$ cat src/sv/ffba_pkg.sv
`timescale 1ns / 1ps
// ----------------------------------------------------------------------------
// ffba_pkg
// shared types and constants for the first-fit block allocator
// ----------------------------------------------------------------------------
package ffba_pkg;

  localparam int unsigned BlockSlots = 64;
  localparam int unsigned AlignBytes = 32;
  localparam int unsigned SlotW      = $clog2(BlockSlots);
  localparam int unsigned AlignW     = $clog2(AlignBytes);
  localparam int unsigned AddrW      = 24;
  localparam int unsigned SizeW      = 25;
  localparam int unsigned TagW       = 16;

  localparam logic [SlotW-1:0] SlotHead     = SlotW'(0);
  localparam logic [SlotW-1:0] SlotSentinel = SlotW'(1);
  localparam logic [SlotW-1:0] SlotFirst    = SlotW'(2);
  localparam logic [SlotW-1:0] SlotLast     = SlotW'(BlockSlots - 1);
  localparam logic [SlotW:0]   WalkLimit    = (SlotW + 1)'(BlockSlots + 1);
  localparam logic [TagW-1:0]  TagNone      = 16'hFFFF;
  localparam logic [AddrW-1:0] AddrOnes     = 24'hFFFFFF;
  localparam logic [AddrW-1:0] PoolBaseRst  = 24'h808000;
  localparam logic [SizeW-1:0] PoolSizeRst  = 25'd8355840;

  typedef enum logic [2:0] {
    KindInit   = 3'd0,
    KindAlloc  = 3'd1,
    KindFree   = 3'd2,
    KindSize   = 3'd3,
    KindLookup = 3'd4,
    KindFreeTag = 3'd5
  } kind_e;

  typedef enum logic [1:0] {
    StOk      = 2'd0,
    StNoFit   = 2'd1,
    StNoSlot  = 2'd2,
    StMissing = 2'd3
  } status_e;

  localparam logic [0:0] CfgPoolBase = 1'b0;
  localparam logic [0:0] CfgPoolSize = 1'b1;

  typedef enum logic [4:0] {
    FsIdle,
    FsClear,
    FsWalkRd,
    FsWalkChk,
    FsScanSlot,
    FsSplit,
    FsExact,
    FsFreeRd,
    FsFreeNxt,
    FsFreePrv,
    FsFreeMrgN,
    FsFreeMrgP,
    FsOut
  } fsm_e;

  // walk purposes
  typedef enum logic [1:0] {
    WkFit,
    WkAddr,
    WkTag
  } walk_e;

  // controller -> datapath
  typedef struct packed {
    logic  start;        // latch request
    logic  clear_step;   // write init entry at clear counter
    logic  clear_start;
    logic  rd_cur;       // read descriptor at cur
    logic  advance;      // prev <= cur, cur <= next
    logic  rewalk;       // key <= cur address, walk again from the head
    logic  scan_step;
    logic  scan_start;
    logic  wr_split;     // write new slot, then split cur
    logic  wr_exact;
    logic  rd_next;      // read descriptor at cur.next into nx
    logic  rd_prev;      // read descriptor at prev
    logic  mrg_next;
    logic  mrg_prev;
    logic  set_free;
    logic  set_result;
    status_e res_status;
    logic  res_addr_cur;
    logic  res_size_cur;
  } ffba_cmd_t;

  // datapath -> controller
  typedef struct packed {
    logic  clear_done;
    logic  cur_is_sent;
    logic  walk_over;
    logic  hit_fit;
    logic  hit_addr;
    logic  hit_tag;
    logic  cur_in_use;
    logic  exact_fit;
    logic  scan_found;
    logic  scan_done;
    logic  nx_mergeable;
    logic  prv_mergeable;
  } ffba_sts_t;

endpackage

$ cat src/sv/ffba_ctrl.sv
`timescale 1ns / 1ps
// ----------------------------------------------------------------------------
// ffba_ctrl
// operation sequencer for the block allocator
// ----------------------------------------------------------------------------
module ffba_ctrl
  import ffba_pkg::*;
(
  input  logic      clk_i,
  input  logic      rst_ni,
  input  logic      in_valid_i,
  output logic      in_ready_o,
  input  kind_e     in_kind_i,
  output logic      out_valid_o,
  input  logic      out_ready_i,
  output ffba_cmd_t cmd_o,
  input  ffba_sts_t sts_i
);
  fsm_e  state_q, state_d;
  kind_e kind_q;
  walk_e walk_q, walk_d;
  logic  rd_wait_q, rd_wait_d;
  logic  tagged_q, tagged_d;
  logic  scan_wait_q;
  logic  split_two_q;
  logic  boot_q;

  always_ff @(posedge clk_i or negedge rst_ni) begin
    if (!rst_ni) begin
      state_q     <= FsClear;
      kind_q      <= KindInit;
      walk_q      <= WkFit;
      rd_wait_q   <= 1'b0;
      tagged_q    <= 1'b0;
      scan_wait_q <= 1'b0;
      split_two_q <= 1'b0;
      boot_q      <= 1'b1;
    end else begin
      state_q   <= state_d;
      walk_q    <= walk_d;
      rd_wait_q <= rd_wait_d;
      tagged_q  <= tagged_d;
      if (state_q == FsIdle && in_valid_i) kind_q <= in_kind_i;
      scan_wait_q <= (state_q == FsScanSlot);
      split_two_q <= (state_q == FsSplit) && !split_two_q;
      if (state_q == FsClear && sts_i.clear_done) boot_q <= 1'b0;
    end
  end

  // next state
  always_comb begin
    state_d   = state_q;
    walk_d    = walk_q;
    rd_wait_d = 1'b0;
    tagged_d  = tagged_q;
    unique case (state_q)
      FsIdle: begin
        if (in_valid_i) begin
          tagged_d = 1'b0;
          unique case (in_kind_i)
            KindInit: state_d = FsClear;
            KindAlloc: begin
              walk_d = WkFit;
              state_d = FsWalkRd;
            end
            KindFree, KindSize: begin
              walk_d = WkAddr;
              state_d = FsWalkRd;
            end
            KindLookup, KindFreeTag: begin
              walk_d = WkTag;
              state_d = FsWalkRd;
            end
            default: state_d = FsOut;
          endcase
        end
      end
      // the pass after reset gives no beat
      FsClear: if (sts_i.clear_done) state_d = boot_q ? FsIdle : FsOut;
      FsWalkRd: begin
        rd_wait_d = 1'b1;
        if (rd_wait_q) state_d = FsWalkChk;
        else if (sts_i.cur_is_sent || sts_i.walk_over) state_d = FsOut;
      end
      FsWalkChk: begin
        if ((walk_q == WkFit && sts_i.hit_fit) ||
            (walk_q == WkAddr && sts_i.hit_addr) ||
            (walk_q == WkTag && sts_i.hit_tag)) begin
          if (walk_q == WkFit) state_d = sts_i.exact_fit ? FsExact : FsScanSlot;
          else if (walk_q == WkTag && kind_q == KindLookup) state_d = FsOut;
          else if (walk_q == WkTag) begin
            // free by tag: restart an address walk for the found block
            tagged_d = 1'b1;
            walk_d   = WkAddr;
            state_d  = FsWalkRd;
          end
          else if (kind_q == KindSize) state_d = FsOut;
          else state_d = FsFreeRd;
        end else begin
          state_d = FsWalkRd;
        end
      end
      FsScanSlot: begin
        if (scan_wait_q && sts_i.scan_found) state_d = FsSplit;
        else if (scan_wait_q && sts_i.scan_done) state_d = FsOut;
      end
      FsSplit: if (split_two_q) state_d = FsOut;
      FsExact: state_d = FsOut;
      FsFreeRd: state_d = sts_i.cur_in_use ? FsFreeNxt : FsOut;
      FsFreeNxt: begin
        rd_wait_d = !rd_wait_q;
        if (rd_wait_q) state_d = FsFreeMrgN;
      end
      FsFreeMrgN: begin
        rd_wait_d = 1'b1;
        if (rd_wait_q) state_d = FsFreePrv;
      end
      FsFreePrv: state_d = FsFreeMrgP;
      FsFreeMrgP: state_d = FsOut;
      FsOut: if (out_ready_i) state_d = FsIdle;
      default: state_d = FsIdle;
    endcase
  end

  // outputs
  always_comb begin
    cmd_o       = '0;
    cmd_o.res_status = StOk;
    in_ready_o  = (state_q == FsIdle);
    out_valid_o = 1'b0;
    unique case (state_q)
      FsIdle: begin
        cmd_o.start = in_valid_i;
        if (in_valid_i && in_kind_i == KindInit) cmd_o.clear_start = 1'b1;
        if (in_valid_i && !(in_kind_i inside {KindInit, KindAlloc, KindFree,
                                              KindSize, KindLookup, KindFreeTag})) begin
          cmd_o.set_result = 1'b1;
          cmd_o.res_status = StMissing;
        end
      end
      FsClear: begin
        cmd_o.clear_step = 1'b1;
        if (sts_i.clear_done) begin
          cmd_o.set_result = 1'b1;
          cmd_o.res_status = StOk;
        end
      end
      FsWalkRd: begin
        cmd_o.rd_cur = rd_wait_q;
        if (!rd_wait_q && (sts_i.cur_is_sent || sts_i.walk_over)) begin
          cmd_o.set_result = 1'b1;
          unique case (walk_q)
            WkFit:   cmd_o.res_status = StNoFit;
            default: cmd_o.res_status = StMissing;
          endcase
        end
      end
      FsWalkChk: begin
        if (!((walk_q == WkFit && sts_i.hit_fit) ||
              (walk_q == WkAddr && sts_i.hit_addr) ||
              (walk_q == WkTag && sts_i.hit_tag))) begin
          cmd_o.advance = 1'b1;
        end else if (walk_q == WkFit) begin
          cmd_o.scan_start = !sts_i.exact_fit;
        end else if (walk_q == WkTag && kind_q == KindLookup) begin
          cmd_o.set_result   = 1'b1;
          cmd_o.res_addr_cur = 1'b1;
        end else if (walk_q == WkTag) begin
          cmd_o.rewalk = 1'b1;
        end else if (kind_q == KindSize) begin
          cmd_o.set_result   = 1'b1;
          cmd_o.res_size_cur = 1'b1;
        end
      end
      FsScanSlot: begin
        cmd_o.scan_step = scan_wait_q;
        if (scan_wait_q && !sts_i.scan_found && sts_i.scan_done) begin
          cmd_o.set_result = 1'b1;
          cmd_o.res_status = StNoSlot;
        end
      end
      FsSplit: begin
        cmd_o.wr_split = 1'b1;
        if (split_two_q) begin
          cmd_o.set_result   = 1'b1;
          cmd_o.res_addr_cur = 1'b1;
        end
      end
      FsExact: begin
        cmd_o.wr_exact     = 1'b1;
        cmd_o.set_result   = 1'b1;
        cmd_o.res_addr_cur = 1'b1;
      end
      FsFreeRd: begin
        cmd_o.set_result   = 1'b1;
        cmd_o.res_addr_cur = tagged_q;
        cmd_o.res_status   = sts_i.cur_in_use ? StOk : StMissing;
      end
      FsFreeNxt: begin
        cmd_o.rd_next = 1'b1;
      end
      FsFreeMrgN: begin
        if (!rd_wait_q) begin
          if (sts_i.nx_mergeable) cmd_o.mrg_next = 1'b1;
          else cmd_o.set_free = 1'b1;
        end else begin
          cmd_o.rd_prev = 1'b1;
        end
      end
      FsFreePrv: cmd_o.rd_prev = 1'b1;
      FsFreeMrgP: cmd_o.mrg_prev = sts_i.prv_mergeable;
      FsOut: out_valid_o = 1'b1;
      default: ;
    endcase
  end
endmodule

$ cat config.mk
export PLATFORM = sky130hd
export DESIGN_NAME = ffba_ctrl
export DESIGN_NICKNAME = d
export VERILOG_FILES = /design/src/sv/ffba_pkg.sv /design/src/sv/ffba_ctrl.sv
export SDC_FILE = /design/constraint.sdc
export NUM_CORES = 1
export LEC_CHECK = 0
export BUFFER_PORTS_ARGS = -buffer_cell sky130_fd_sc_hd__buf_2
export CAP_MARGIN = 10
export CELL_PAD_IN_SITES_DETAIL_PLACEMENT = 0
export CELL_PAD_IN_SITES_GLOBAL_PLACEMENT = 2
export CORE_UTILIZATION = 31
export DETAILED_ROUTE_END_ITERATION = 16
export PLACE_DENSITY = 0.88
export SLEW_MARGIN = 20
export SYNTH_ARGS = -nofsm -noshare
export SYNTH_HDL_FRONTEND = slang
export SYNTH_SLANG_ARGS = --single-unit
export TNS_END_PERCENT = 30
$ cat constraint.sdc
create_clock -name clk_i -period 4.9 [get_ports clk_i]
set_clock_uncertainty 0.15 [all_clocks]
set_input_delay 0.735 -clock clk_i [delete_from_list [all_inputs] [get_ports clk_i]]
set_output_delay 0.735 -clock clk_i [all_outputs]
set_load 0.005 [all_outputs]
==> flow_metrics.tcl <==
set metrics [dict create \
    drive_gt1_share_pct 33.7 \
    drv_cap 0 \
    fmax_ghz 0.326 \
    postRouteWirelength_mm 3.62 \
    h-tree-depth 1 \
    synth_area_mm2 0.00127 \
    wl_per_cell_um 15.8 \
    drt_pass1_iterations 4 \
    ys.flop_type "dfrtp_1" \
    rows 22 \
    worst_pin_slew_ns 0.661 \
    critPathLaunch "state_q[3]$_DFFE_PN0P_" \
    synth_nets 172 \
    cp.arrival_ns 2.18 \
    rr_endpoint "state_q[1]$_DFFE_PN0P_" \
    synth_edf_count 0 \
    grt_pass1_wl_mm 6.13 \
    synth_common_cells "nor2_1, dfrtp_1, nand2_1, nor2b_1, nor3_1" \
    p_per_area_mw_per_mm2 531 \
    die_x_um 66.0 \
    cts_hold_buf 0 \
    cts.sinks 14 \
    rsz0062_at_grt "no" \
    netlist.area_leader.share_pct 23.6 \
    cts_root_buf "clkbuf_8" \
    drtIter0Drc 93 \
    gr-total-overflow 0 \
    critPathCapture "cmd_o[4]" \
    via_per_inst 5.52 \
    cp.depth 6 \
    die-area_mm2 0.00436 \
    antenna_cells 0 \
    area_growth_pct 18.6 \
    setup_viol 0 \
    regToRegSetupSlack_ns 2.74 \
    crit_slowest_cell "dfrtp_1" \
    leakage_nw 0.724 \
    path_max_fanout 17 \
    synthArstFlopShare_pct 100 \
    yosysWarningCount 0 \
    start_util_pct 33.5 \
    syn-instance-count 148 \
    cts_tree "done" \
    timing.setup.tns_ns 0 \
    fill_cells 416 \
    crit_family "simple AND/OR/NAND/NOR gates" \
    antenna_left 0 \
    cts_resized 0 \
    grt_pass1_vias 1276 \
    finalMaxSlewViolations 0 \
    power_mw 0.801 \
    gp_congestion 0.941 \
    max_stage_delay_ns 0.58 \
    numCtsBuffers 3 \
    timing.final.crit_share_pct 62.5 \
    postCtsSetupRepairBufs 0 \
    synth_seq_area_share_pct 27.8 \
    grt_antenna_before_repair 0 \
    port_buffers 40 \
    clock_latency_ns 0.25 \
    critPathKind "register to output pin" \
    rr_worst_depth 4 \
    core_mm2 0.00380 \
    yosys.area.top_type "dfrtp_1" \
    worstHoldPathType "input port to asynchronous set/reset pin" \
    status "complete, no violations" \
    ir_drop_v 0.000198 \
    hold_viol 0 \
    vias 1265 \
    seq_area_um2 353 \
    synth-seq-cells 14 \
    ios 41 \
    cp.required_ns 4.01 \
    grt_max_degree 21 \
    relSlewSlack_pct 55.9 \
    critPathBufInv 1 \
    syn_avg_cell_area_um2 8.59 \
    chipHeight_um 66.0 \
    multi_input_area_um2 831 \
    cp-end-kind "output pin" \
    crit_chain "nor4_4 > and2_1 > nand2_1 > o211ai_1 > nand3b_1 > buf_2" \
    r2r-start "state_q[1]$_DFFE_PN0P_" \
    ys_top_cells_by_area "dfrtp_1, ha_1, dfstp_2" \
    clkTransAtPathRegs_ns 0.07 \
    drcViolationCount 0 \
    synth_cell_types 55 \
    min_period_ns 3.06 \
    final_nets 207 \
    clockBufferDepth 2 \
    yosysMostFrequentCell "nor2_1" \
    track_usage_pct 18.4 \
    worst_setup_path_start_kind "register" \
    dp_hpwl_mm 2.72 \
]
==> worst min path at each step <==
| stage | to | from | cells past startpoint | slack, ns |
|---|---|---|---|---|
| 2_1_floorplan | boot_q$_DFFE_PN1P_ | boot_q$_DFFE_PN1P_ | 2 | 0.28 |
| 3_3_place_gp | boot_q$_DFFE_PN1P_ | boot_q$_DFFE_PN1P_ | 2 | 0.34 |
| 3_5_place_dp | boot_q$_DFFE_PN1P_ | boot_q$_DFFE_PN1P_ | 2 | 0.33 |
| 4_1_cts | kind_q[2]$_DFFE_PN0P_ | rst_ni | 1 | 0.25 |
| 5_1_grt | kind_q[2]$_DFFE_PN0P_ | rst_ni | 1 | 0.25 |
| 6_report | kind_q[2]$_DFFE_PN0P_ | rst_ni | 1 | 0.23 |
==> where the power goes <==
part	total (mW)	switching [mW]	leakage (nW)	internal (mW)
registers	0.280	0.113	0.173	0.168
clock network	0.100	0.0454	0.0216	0.0546
logic	0.421	0.214	0.529	0.208
==> cell families after synthesis <==
family,after synthesis,synth area share (%)
and+or+nand+nor,69,32.5
AOI/OAI and AO/OA,36,20.8
buffers and inverters,16,6.89
DFF,14,27.8
muxes,8,7.18
adders and majority gates,5,4.92
==> stage by stage <==
step / setup slack, ns / hold WS, ns / util [%] / instance area (µm²) / instances
finish: 1.84 / 0.229 / 39.7 / 1510 / 229
global route: 1.67 / 0.252 / 39.7 / 1510 / 229
CTS: 1.86 / 0.246 / 39.7 / 1510 / 229
detailed placement: 2.13 / 0.329 / 38.6 / 1470 / 226
global placement: 2.17 / 0.340 / 38.6 / 1470 / 226
floorplan: 2.54 / 0.283 / - / 1270 / 148
==> final cells by class <==
type                    instances  share of cell area [%]
well taps                      48                    3.98
flip-flops and latches         14                    23.4
multi-input cells             118                    55.1
inverters                       6                    1.49
repair buffers                 40                    13.3
clock buffers                   3                    2.74
==> registers in the layout, summed over array words and instances (netlist names) <==
name	count
state_q	4
boot_q	1
split_two_q	1
rd_wait_q	1
kind_q	3
walk_q	2
scan_wait_q	1
tagged_q	1
==> per-layer routing <==
layer  vias to the layer above  track usage (%)  share of wire, %
li1                        606                -                 -
met1                       603             25.4                47
met2                        49             29.3                47
met3                         7             2.59               5.1
met4                         0             5.59               1.4
met5                         -                0                 0
==> layout by cell type, fill, tap and decap left out, types with 3 or more instances in the layout <==
cell / netlist / final
nand3_1: 4 / 4
nand3b_1: 3 / 3
o21ai_0: 4 / 4
ha_1: 5 / 5
buf_2: 4 / 40
inv_1: 6 / 6
a21o_1: 4 / 4
nand2_1: 7 / 7
nor3_1: 7 / 7
dfrtp_1: 12 / 12
nand2b_1: 5 / 5
and3_1: 4 / 4
a21oi_1: 4 / 4
clkbuf_8: 0 / 3
nor2b_1: 7 / 7
a31oi_1: 5 / 5
mux2_2: 4 / 4
nor2_1: 14 / 14
(Power assumes the default switching activity.)
